$ cat config.mk
export PLATFORM = sky130hd
export DESIGN_NAME = segx_fifo
export DESIGN_NICKNAME = d
export VERILOG_FILES = /design/src/hw/rtl/segx_pkg.sv /design/src/hw/rtl/segx_fifo.sv
export SDC_FILE = /design/constraint.sdc
export NUM_CORES = 1
export LEC_CHECK = 0
export BUFFER_PORTS_ARGS = -buffer_cell sky130_fd_sc_hd__buf_2
export CORE_ASPECT_RATIO = 1.2
export CORE_UTILIZATION = 63
export CTS_BUF_LIST = sky130_fd_sc_hd__clkbuf_16
export DETAILED_ROUTE_END_ITERATION = 10
export PLACE_DENSITY_LB_ADDON = 0.05
export SYNTH_ARGS = -nofsm -noshare
export SYNTH_HDL_FRONTEND = slang
export SYNTH_SLANG_ARGS = --single-unit
$ cat constraint.sdc
create_clock -name aclk -period 2.5 [get_ports aclk]
set_input_delay 0.5 -clock aclk [delete_from_list [all_inputs] [get_ports aclk]]
set_output_delay 0.5 -clock aclk [all_outputs]
set_load 0.01 [all_outputs]
$ cat src/hw/rtl/segx_pkg.sv
// ----------------------------------------------------------------------------
// segx_pkg: shared constants for segment_intersection_2d
// Default widths and the job queue depth and address width.
// ----------------------------------------------------------------------------
`default_nettype none

package segx_pkg;

    localparam int COORD_BITS_DEF = 32;
    localparam int FRAC_BITS_DEF  = 16;
    localparam int FIFO_DEPTH     = 8;
    localparam int FIFO_AW        = 3;

endpackage

`default_nettype wire

$ cat src/hw/rtl/segx_fifo.sv
// ----------------------------------------------------------------------------
// segx_fifo: small job queue between front and back end
// Register-based FIFO with occupancy count for upstream credit.
// ----------------------------------------------------------------------------
`default_nettype none

module segx_fifo #(
    parameter int WIDTH = 8
) (
    input  wire              aclk,
    input  wire              aresetn,
    input  wire              wr_en,
    input  wire [WIDTH-1:0]  wr_data,
    input  wire              rd_en,
    output logic             rd_valid,
    output logic [WIDTH-1:0] rd_data,
    output logic [segx_pkg::FIFO_AW:0] count
);
    localparam int FIFO_CW = segx_pkg::FIFO_AW + 1;
    logic [WIDTH-1:0] mem_reg [segx_pkg::FIFO_DEPTH];
    logic [segx_pkg::FIFO_AW-1:0] wp_reg, rp_reg;
    logic [FIFO_CW-1:0] cnt_reg;

    assign rd_valid = cnt_reg != '0;
    assign rd_data  = mem_reg[rp_reg];
    assign count    = cnt_reg;

    always_ff @(posedge aclk) begin
        if (!aresetn) begin
            wp_reg <= '0; rp_reg <= '0; cnt_reg <= '0;
        end else begin
            if (wr_en) wp_reg <= wp_reg + 1'b1;
            if (rd_en) rp_reg <= rp_reg + 1'b1;
            cnt_reg <= cnt_reg + FIFO_CW'(wr_en) - FIFO_CW'(rd_en);
        end
    end

    always_ff @(posedge aclk) begin
        if (wr_en) mem_reg[wp_reg] <= wr_data;
    end
endmodule

`default_nettype wire

==> key figures, run 1 <==
Cells and area
  • Finished Core Util: 78.6%
  • Fill cell total of the finished layout: 233
  • Fin cells: 263
  • Antenna cell count: 0
  • Area grow syn2layout: 18.1%
  • Final Net Count: 220
  • Max reg flops: 64
  • Ratio of cells with drive above 1 in the final layout: 27.3%

Floorplanning
  • Die span in x: 66.0 um
  • I/O Pins: 25
  • Core area: 4660 um^2
  • # rows: 27
  • Chip height: 78.9 um
  • Initial Util: 66.5%
  • Die area: 5210 um^2

Global routing
  • Global-route usage over all layers: 25.7%
  • Initial antenna violation count: 0
  • First-pass GRT wire length: 8.91 mm
  • Grt ovf: 0
  • Largest net degree at the start of global routing: 17
  • Vias in the first global route: 1,628

STA
  • Fin Setup TNS: 0 ns
  • Clk_skew: 0.00531 ns
  • Fmax: 0.412 GHz
  • Worst-Margin Slew: 0.437 ns
  • Unrepaired setup endpoints after global routing: false
  • Final Critical Period: 2.43 ns
  • Final setup vio count: 0
  • Rel. slew slack: 70.8%
  • Final hold violation count: 0
  • Final Cycle Share: 97.0%
  • Final Max Slew Viols: 0

CTS
  • Longest Clk Path Bufs: 2
  • PostCTS Resize Cnt: 0
  • Htree depth: 3
  • Setup Buffers After CTS: 0
  • CTS tree: done
  • Clk_lat worst skew: 0.33 ns
  • Sink Count: 77
  • CTS buffer count: 9
  • Hold Buf Count CTS: 0
  • Clock transition at path regs: 0.06 ns
  • Clk root buf: clkbuf_16

Power
  • P_sw: 700 uW
  • Pwr Density: 903 nW/um^2
  • Total power: 3310 uW
  • Clock power frac: 43.0%
  • Sequential share of power: 45.0%
  • Combinational Power Share: 12.0%
  • Net Sw Frac: 21.2%
  • Cell-internal power: 2610 uW
  • Worst VDD drop: 802 uV
  • Lkg Pwr: 0.00135 uW

Synthesis
  • Synth Flop Type: edfxtp_1
  • Post-synth ARST share: 0%
  • Post-Syn Instances: 160
  • Most area-consuming cells after synthesis: edfxtp_1, mux4_1, dfxtp_1
  • Post-Syn Area per Cell: 19.4 um^2
  • Yosys top cell area share: 62.0%
  • Post-Syn Area: 3100 um^2
  • Sequential area share after synthesis: 70.4%
  • Synth Warn #: 0
  • Distinct cell type count after synthesis: 25
  • Yosys top cell by area: edfxtp_1
  • Seq cells post-synth: 77
  • Syn Nets: 180
  • EDFF count, synth: 64

Drt
  • Vias/cell: 5.95
  • Initial DRC count: 86
  • DRT Pass-1 Iters: 4
  • DRC: 0
  • Total wire length: 5.80 mm
  • WL per Instance: 22.0 um
  • Routed vias: 1,566
  • Antenna violation net count after detailed routing: 0

Setup path
  • Crit end category: output port
  • Arr. time, crit path: 1.93 ns
  • Crit start category: register
  • Crit Path Class: register to output port
  • Largest fanout on the critical path: 16
  • FF-to-FF End: count[2]
  • Reg-to-reg setup timing slack: 0.78 ns
  • Worst Path Required: 2.00 ns
  • Reg2Reg Depth: 8
  • Origin of the critical flop-to-flop path: count[0]
  • Worst setup path endpoint: rd_data[5]

Worst hold path
  • Hold Path Origin: wr_data[5]
  • Type of the worst min-delay path: primary input to register

Flow run
  • Max_cap viols: 0

Place
  • Placed instance count: 247
  • Placer Congestion: 0.725
  • PortBufs: 24
  • Post-DP HPWL: 3.58 mm

Status
  • Status: finished, final reports clean
## layout by cell type (no fill, tap or decap)
master	n
clkinv_1	3
mux4_1	15
a21o_1	1
a21oi_1	1
nand3_1	1
xor2_1	2
nand2_1	5
nor3_1	2
buf_2	24
nor2b_1	3
nor2_1	6
fa_1	1
and2_1	7
buf_4	10
mux2_2	8
xnor2_1	3
edfxtp_1	64
mux2i_1	3
inv_1	8
ha_1	7
bufinv_16	3
nand2b_1	4
buf_6	1
mux4_2	1
clkbuf_16	9
dfxtp_1	13
## cells in the mapped netlist (2+ instances only)
cell      number
nand2_1        5
mux2_2         8
inv_1          7
and2_1         7
nor3_1         2
ha_1           7
edfxtp_1      64
nor2_1         6
clkbuf_1       2
nand2b_1       4
xor2_1         2
nor2b_1        3
xnor2_1        3
mux2i_1        3
dfxtp_1       13
mux4_1        15
## per-stage QoR
| stage | hold slack, ns | instance area, um^2 | setup slack (ns) |
|---|---|---|---|
| 2_1_floorplan | 0.512 | 3100 | 0.619 |
| 3_3_place_gp | 0.537 | 3330 | 0.450 |
| 3_5_place_dp | 0.560 | 3330 | 0.389 |
| 4_1_cts | 0.434 | 3660 | 0.00134 |
| 5_1_grt | 0.451 | 3660 | 0.0283 |
| 6_report | 0.439 | 3660 | 0.0744 |
## worst min path at each step
| stage | cells past startpoint | slack, ns | to |
|---|---|---|---|
| detailed placement | 2 | 0.56 | register |
| global placement | 2 | 0.54 | rp_reg[1] |
| finish | 1 | 0.44 | mem_reg[0][5] |
| global route | 1 | 0.45 | mem_reg[3][2] |
| floorplan | 2 | 0.51 | register |
| CTS | 1 | 0.43 | mem_reg[5][5] |
## cell families (layout without fill, tap and decap cells)
family                     after synthesis  after routing  share of synthesized area [%]
muxes                                   27             27                           17.3
AOI/OAI and AO/OA                        2              2                          0.403
adders and majority gates                8              8                           3.47
DFF                                     77             77                           70.4
and+or+nand+nor                         28             28                           4.64
buffers and inverters                   13             58                           2.38
xor gates and xnor gates                 5              5                           1.41
## critical path: stages (launching register included)
cell,delay [ns]
dfxtp_1,0.33
buf_6,0.22
mux4_1,0.62
mux2_2,0.29
buf_2,0.14
## layer usage
metal  up-vias  routed length (um)  part of all wire (%)  GRT usage (%)
met5         -                   0                     0              0
met4         0                 167                   2.9           16.6
met3        15                 175                   3.0           5.46
met2        42                3000                    52           40.7
met1       803                2450                    42           31.8
li1        706                   -                     -              -
## area by class of cell
| type | instances | area (um^2) | share of cell area, % |
|---|---|---|---|
| clock buffers | 9 | 225 | 6.15 |
| clock inverters | 7 | 105 | 2.87 |
| inverters | 7 | 26.3 | 0.717 |
| multi-input cells | 70 | 845 | 23.1 |
| flip-flops and latches | 77 | 2180 | 59.6 |
| well taps | 58 | 72.6 | 1.98 |
| repair buffers | 35 | 206 | 5.64 |
## power by group through the flow
stage	Combinational (uW)	Clock [uW]	Sequential, uW
6_report	396	1420	1490
5_1_grt	429	1490	1490
4_1_cts	398	1440	1490
3_5_place_dp	387	0	1510
3_3_place_gp	356	0	1510
2_1_floorplan	251	0	1510
Note: power is estimated with default switching activity, not from simulation.
==> run 2, diff against run 1 <==
--- a/config.mk
+++ b/config.mk
@@ -6,11 +6,13 @@
 export NUM_CORES = 1
 export LEC_CHECK = 0
 export BUFFER_PORTS_ARGS = -buffer_cell sky130_fd_sc_hd__buf_2
+export CAP_MARGIN = 20
 export CORE_ASPECT_RATIO = 1.2
 export CORE_UTILIZATION = 63
 export CTS_BUF_LIST = sky130_fd_sc_hd__clkbuf_16
 export DETAILED_ROUTE_END_ITERATION = 10
 export PLACE_DENSITY_LB_ADDON = 0.05
+export RECOVER_POWER = 100
 export SYNTH_ARGS = -nofsm -noshare
 export SYNTH_HDL_FRONTEND = slang
 export SYNTH_SLANG_ARGS = --single-unit
==> key figures, run 2 (same netlist as run 1, synthesis figures left out) <==
Place
  • Placed instance count: 247
  • Post-DP HPWL: 3.58 mm
  • Placer Congestion: 0.725
  • Placement Setup Slack: 0.389 ns
  • PortBufs: 24

Power
  • Lkg Pwr: 0.00126 uW
  • Worst VDD drop: 816 uV
  • Combinational Power Share: 11.4%
  • Net Sw Frac: 21.3%
  • Pwr Density: 911 nW/um^2
  • Sequential share of power: 45.3%
  • Cell-internal power: 2590 uW
  • Clock power frac: 43.3%
  • P_sw: 700 uW

STA
  • Worst Setup Slack, final: 0.0859 ns
  • Final Max Slew Viols: 0
  • Fin Setup TNS: 0 ns
  • Final setup vio count: 0
  • Worst-Margin Slew: 0.635 ns
  • Fmax: 0.414 GHz
  • Final Critical Period: 2.41 ns
  • Final hold violation count: 0
  • Rel. slew slack: 57.7%
  • Final worst hold slack: 0.511 ns
  • Unrepaired setup endpoints after global routing: false
  • Clk_skew: 0.00460 ns
  • Final Cycle Share: 96.6%

Drt
  • DRC: 0
  • Wire length on met3: 241 um
  • Initial DRC count: 111
  • Met2 WL post-DR: 3.10 mm
  • DRT Pass-1 Iters: 4
  • Total wire length: 5.83 mm
  • Routed vias: 1,564
  • Antenna violation net count after detailed routing: 0
  • Wire length on met1: 2.38 mm
  • Highest metal used: met4
  • Vias/cell: 5.95
  • WL per Instance: 22.1 um

Floorplanning
  • # rows: 27
  • Die area: 5210 um^2
  • I/O Pins: 25
  • Core area: 4660 um^2
  • Initial Util: 66.5%
  • Chip height: 78.9 um
  • Die span in x: 66.0 um

CTS
  • CTS buffer count: 9
  • Sink Count: 77
  • Htree depth: 3
  • Clk_lat worst skew: 0.33 ns
  • CTS tree: done
  • Longest Clk Path Bufs: 2
  • Setup Buffers After CTS: 0
  • Clk root buf: clkbuf_16
  • Hold Buf Count CTS: 0
  • Clock transition at path regs: 0.06 ns
  • PostCTS Resize Cnt: 0

Cells and area
  • Commonest non-fill, non-tap cell in the layout: edfxtp_1
  • Ratio of cells with drive above 1 in the final layout: 14.1%
  • Finished Core Util: 77.3%
  • Commonest non-fill, non-tap cells in the layout: edfxtp_1, clkbuf_1, mux4_1, dfxtp_1, clkbuf_16
  • Area grow syn2layout: 16.3%
  • Max reg flops: 64
  • Final Net Count: 220
  • Antenna cell count: 0
  • Fin cells: 263

Setup path
  • Worst Path Required: 2.00 ns
  • Arr. time, crit path: 1.91 ns
  • FF-to-FF End: count[2]
  • Largest fanout on the critical path: 16
  • Crit Path Class: register to output port
  • Origin of the critical flop-to-flop path: count[0]
  • Crit start category: register
  • Crit end category: output port
  • Reg-to-reg setup timing slack: 0.78 ns
  • Reg2Reg Depth: 8

Global routing
  • Grt ovf: 0
  • Largest net degree at the start of global routing: 17
  • First-pass GRT wire length: 8.91 mm
  • Vias in the first global route: 1,628
  • Global-route usage over all layers: 25.7%
  • Initial antenna violation count: 0

Worst hold path
  • Type of the worst min-delay path: primary input to register
  • Hold Path Origin: aresetn
  • Hold path depth: 3
  • Hold EP: count[3]

Flow run
  • Max_cap viols: 0

Status
  • Status: finished, final reports clean
==> run 2: cell count changes in the layout (fill, tap and decap cells not counted), sizes merged <==
| cell | previous run | this run |
|---|---|---|
| buf | 35 | 6 |
| clkbuf | 9 | 38 |
==> run 2: worst max-delay path by stage <==
stage              from         end  depth (start not counted)
2_1_floorplan  register  rd_data[1]                          4
3_3_place_gp   register  rd_data[2]                          4
3_5_place_dp   register  rd_data[2]                          4
4_1_cts        register  rd_data[5]                          4
5_1_grt        register  rd_data[5]                          4
6_report       register  rd_data[5]                          4
==> run 2: per-layer routing <==
metal	GRT usage, %	up-vias
li1	-	705
met1	31.8	802
met2	40.7	47
met3	5.46	10
met4	16.6	0
met5	0	-
==> run 2: cell type report <==
cell class | instances | area, um^2
clock buffers | 9 | 225
clock inverters | 7 | 105
fillers | 254 | 1060
inverters | 7 | 26.3
multi-input cells | 70 | 845
flip-flops and latches | 77 | 2180
well taps | 58 | 72.6
repair buffers | 35 | 150
==> run 2: worst max-delay path, stage by stage, from the launching register on <==
cell	delay [ns]
dfxtp_1	0.33
buf_6	0.22
mux4_1	0.62
mux2_2	0.29
clkbuf_2	0.13
==> run 2: power groups by stage <==
| stage | Combinational, uW | Sequential [uW] | Clock, uW |
|---|---|---|---|
| 2_1_floorplan | 251 | 1510 | 0 |
| 3_3_place_gp | 356 | 1510 | 0 |
| 3_5_place_dp | 387 | 1510 | 0 |
| 4_1_cts | 398 | 1490 | 1440 |
| 5_1_grt | 410 | 1500 | 1490 |
| 6_report | 376 | 1490 | 1420 |
==> run 2: per-stage QoR <==
step | power [uW] | cell area [um^2]
floorplan | 1760 | 3100
global placement | 1860 | 3330
detailed placement | 1900 | 3330
CTS | 3330 | 3660
global route | 3390 | 3610
finish | 3290 | 3610
==> run 3, diff against run 2 <==
--- a/config.mk
+++ b/config.mk
@@ -8,7 +8,8 @@
 export BUFFER_PORTS_ARGS = -buffer_cell sky130_fd_sc_hd__buf_2
 export CAP_MARGIN = 20
 export CORE_ASPECT_RATIO = 1.2
-export CORE_UTILIZATION = 63
+export CORE_MARGIN = 8
+export CORE_UTILIZATION = 58
 export CTS_BUF_LIST = sky130_fd_sc_hd__clkbuf_16
 export DETAILED_ROUTE_END_ITERATION = 10
 export PLACE_DENSITY_LB_ADDON = 0.05
==> constraint.sdc (replaced) <==
create_clock -name aclk -period 2.48 [get_ports aclk]
set_input_delay 0.496 -clock aclk [delete_from_list [all_inputs] [get_ports aclk]]
set_output_delay 0.496 -clock aclk [all_outputs]
set_load 0.01 [all_outputs]
==> key figures, run 3 (same netlist as run 1, synthesis figures left out) <==
Status
  • Status: finished, final reports clean

Place
  • Post-DP HPWL: 3.30 mm
  • Placer Congestion: 0.685
  • PortBufs: 24

Global routing
  • Vias in the first global route: 1,472
  • Largest net degree at the start of global routing: 17
  • First-pass GRT wire length: 7.45 mm
  • Global-route usage over all layers: 13.6%
  • Grt ovf: 0
  • Initial antenna violation count: 0

Setup path
  • Largest stage delay, worst path: 0.59 ns
  • Worst Path Required: 1.98 ns
  • CP max stage cell: mux4_1
  • Arr. time, crit path: 1.89 ns
  • Crit Path Class: register to output port
  • Largest fanout on the critical path: 16
  • Crit-path cells: buf_4 > mux4_1 > mux2_2 > clkbuf_2
  • Crit end category: output port
  • Crit start category: register

Power
  • Lkg Pwr: 0.00123 uW
  • Sequential share of power: 50.7%
  • Combinational Power Share: 12.0%
  • Cell-internal power: 2290 uW
  • Worst VDD drop: 621 uV
  • Net Sw Frac: 22.4%
  • Clock power frac: 37.3%
  • Total power: 2950 uW
  • P_sw: 660 uW
  • Pwr Density: 836 nW/um^2

Floorplanning
  • Core area: 5230 um^2
  • Initial Util: 59.3%
  • Die span in x: 82.7 um
  • Chip height: 96.1 um
  • I/O Pins: 25
  • Die area: 7950 um^2
  • # rows: 29

Cells and area
  • Area grow syn2layout: 13.9%
  • Max reg flops: 64
  • Area of the multi-input gates: 845 um^2
  • Fill cell total of the finished layout: 363
  • Commonest non-fill, non-tap cells in the layout: edfxtp_1, clkbuf_1, mux4_1, dfxtp_1, inv_1
  • Antenna cell count: 0
  • Ratio of cells with drive above 1 in the final layout: 14.2%
  • Commonest non-fill, non-tap cell in the layout: edfxtp_1
  • Register Area: 2180 um^2
  • Final Net Count: 219

CTS
  • Clock transition at path regs: 0.05 ns
  • Hold Buf Count CTS: 0
  • CTS buffer count: 9
  • Clk_lat worst skew: 0.33 ns
  • Longest Clk Path Bufs: 2
  • Sink Count: 77
  • Clk root buf: clkbuf_16
  • PostCTS Resize Cnt: 0
  • Htree depth: 3
  • CTS tree: done
  • Setup Buffers After CTS: 0

STA
  • Rel. slew slack: 57.5%
  • Final Critical Period: 2.38 ns
  • Worst-Margin Slew: 0.637 ns
  • Final hold violation count: 0
  • Final Max Slew Viols: 0
  • Clk_skew: 0.00486 ns
  • Fmax: 0.420 GHz
  • Unrepaired setup endpoints after global routing: false
  • Fin Setup TNS: 0 ns
  • Final Cycle Share: 96.1%
  • Final setup vio count: 0

Drt
  • Initial DRC count: 62
  • Routed vias: 1,425
  • Antenna violation net count after detailed routing: 0
  • WL per Instance: 18.4 um
  • DRT Pass-1 Iters: 4
  • DRC: 0
  • Vias/cell: 5.36
  • Total wire length: 4.90 mm

Flow run
  • Max_cap viols: 0

Worst hold path
  • Type of the worst min-delay path: primary input to register
run 3: cell types whose count changed in the layout (fill, tap and decap cells not counted):
cell	before	now
buf_2	4	3
and2_0	6	7
buf_4	1	2
clkinvlp_4	0	1
clkinv_1	3	2
buf_6	1	0
clkbuf_1	27	24
inv_1	8	11
clkbuf_2	2	5
and2_1	1	0
bufinv_16	3	0
run 3: worst paths after layout:
kind	start	endpoint	slack, ns	cells past startpoint
worst max register to register	wp_reg[0]	mem_reg[2][5]	0.76	3
worst min register to register	rp_reg[1]	register	0.56	2
worst max-delay path	register	rd_data[1]	0.1	4
worst min-delay path	aresetn	count[1]	0.51	2
run 3: final cells by class:
type	instances	area share, %
clock buffers	9	6.38
clock inverters	7	0.850
inverters	7	0.744
multi-input cells	70	23.9
flip-flops and latches	77	61.8
well taps	62	2.20
repair buffers	34	4.11
run 3: routing by layer:
layer	GRT usage (%)	wire (um)	up-vias
li1	-	-	705
met1	14.6	2030	683
met2	23.2	2580	28
met3	4.30	202	9
met4	7.35	87	0
met5	0	0	-
run 3: per-stage QoR:
stage	hold slack (ns)	util (%)	setup WS, ns	instances	cell area [um^2]
floorplan	0.512	-	0.603	160	3100
global placement	0.538	63.6	0.407	250	3330
detailed placement	0.555	63.6	0.403	250	3330
CTS	0.427	68.5	0.0509	266	3580
global route	0.528	67.6	0.0196	266	3530
finish	0.509	67.6	0.0976	266	3530
run 3: power groups by stage:
stage               combinational (uW)  sequential, uW  clock (uW)
finish                             354            1500        1100
global placement                   367            1520           0
global route                       398            1500        1150
detailed placement                 381            1520           0
floorplan                          253            1520           0
CTS                                382            1500        1120
run 3: worst max-delay path, delay by kind of cell, from the launching register on:
family,cells,cell delay (ns)
muxes,2,0.87
buffers and inverters,2,0.39
DFF,1,0.30
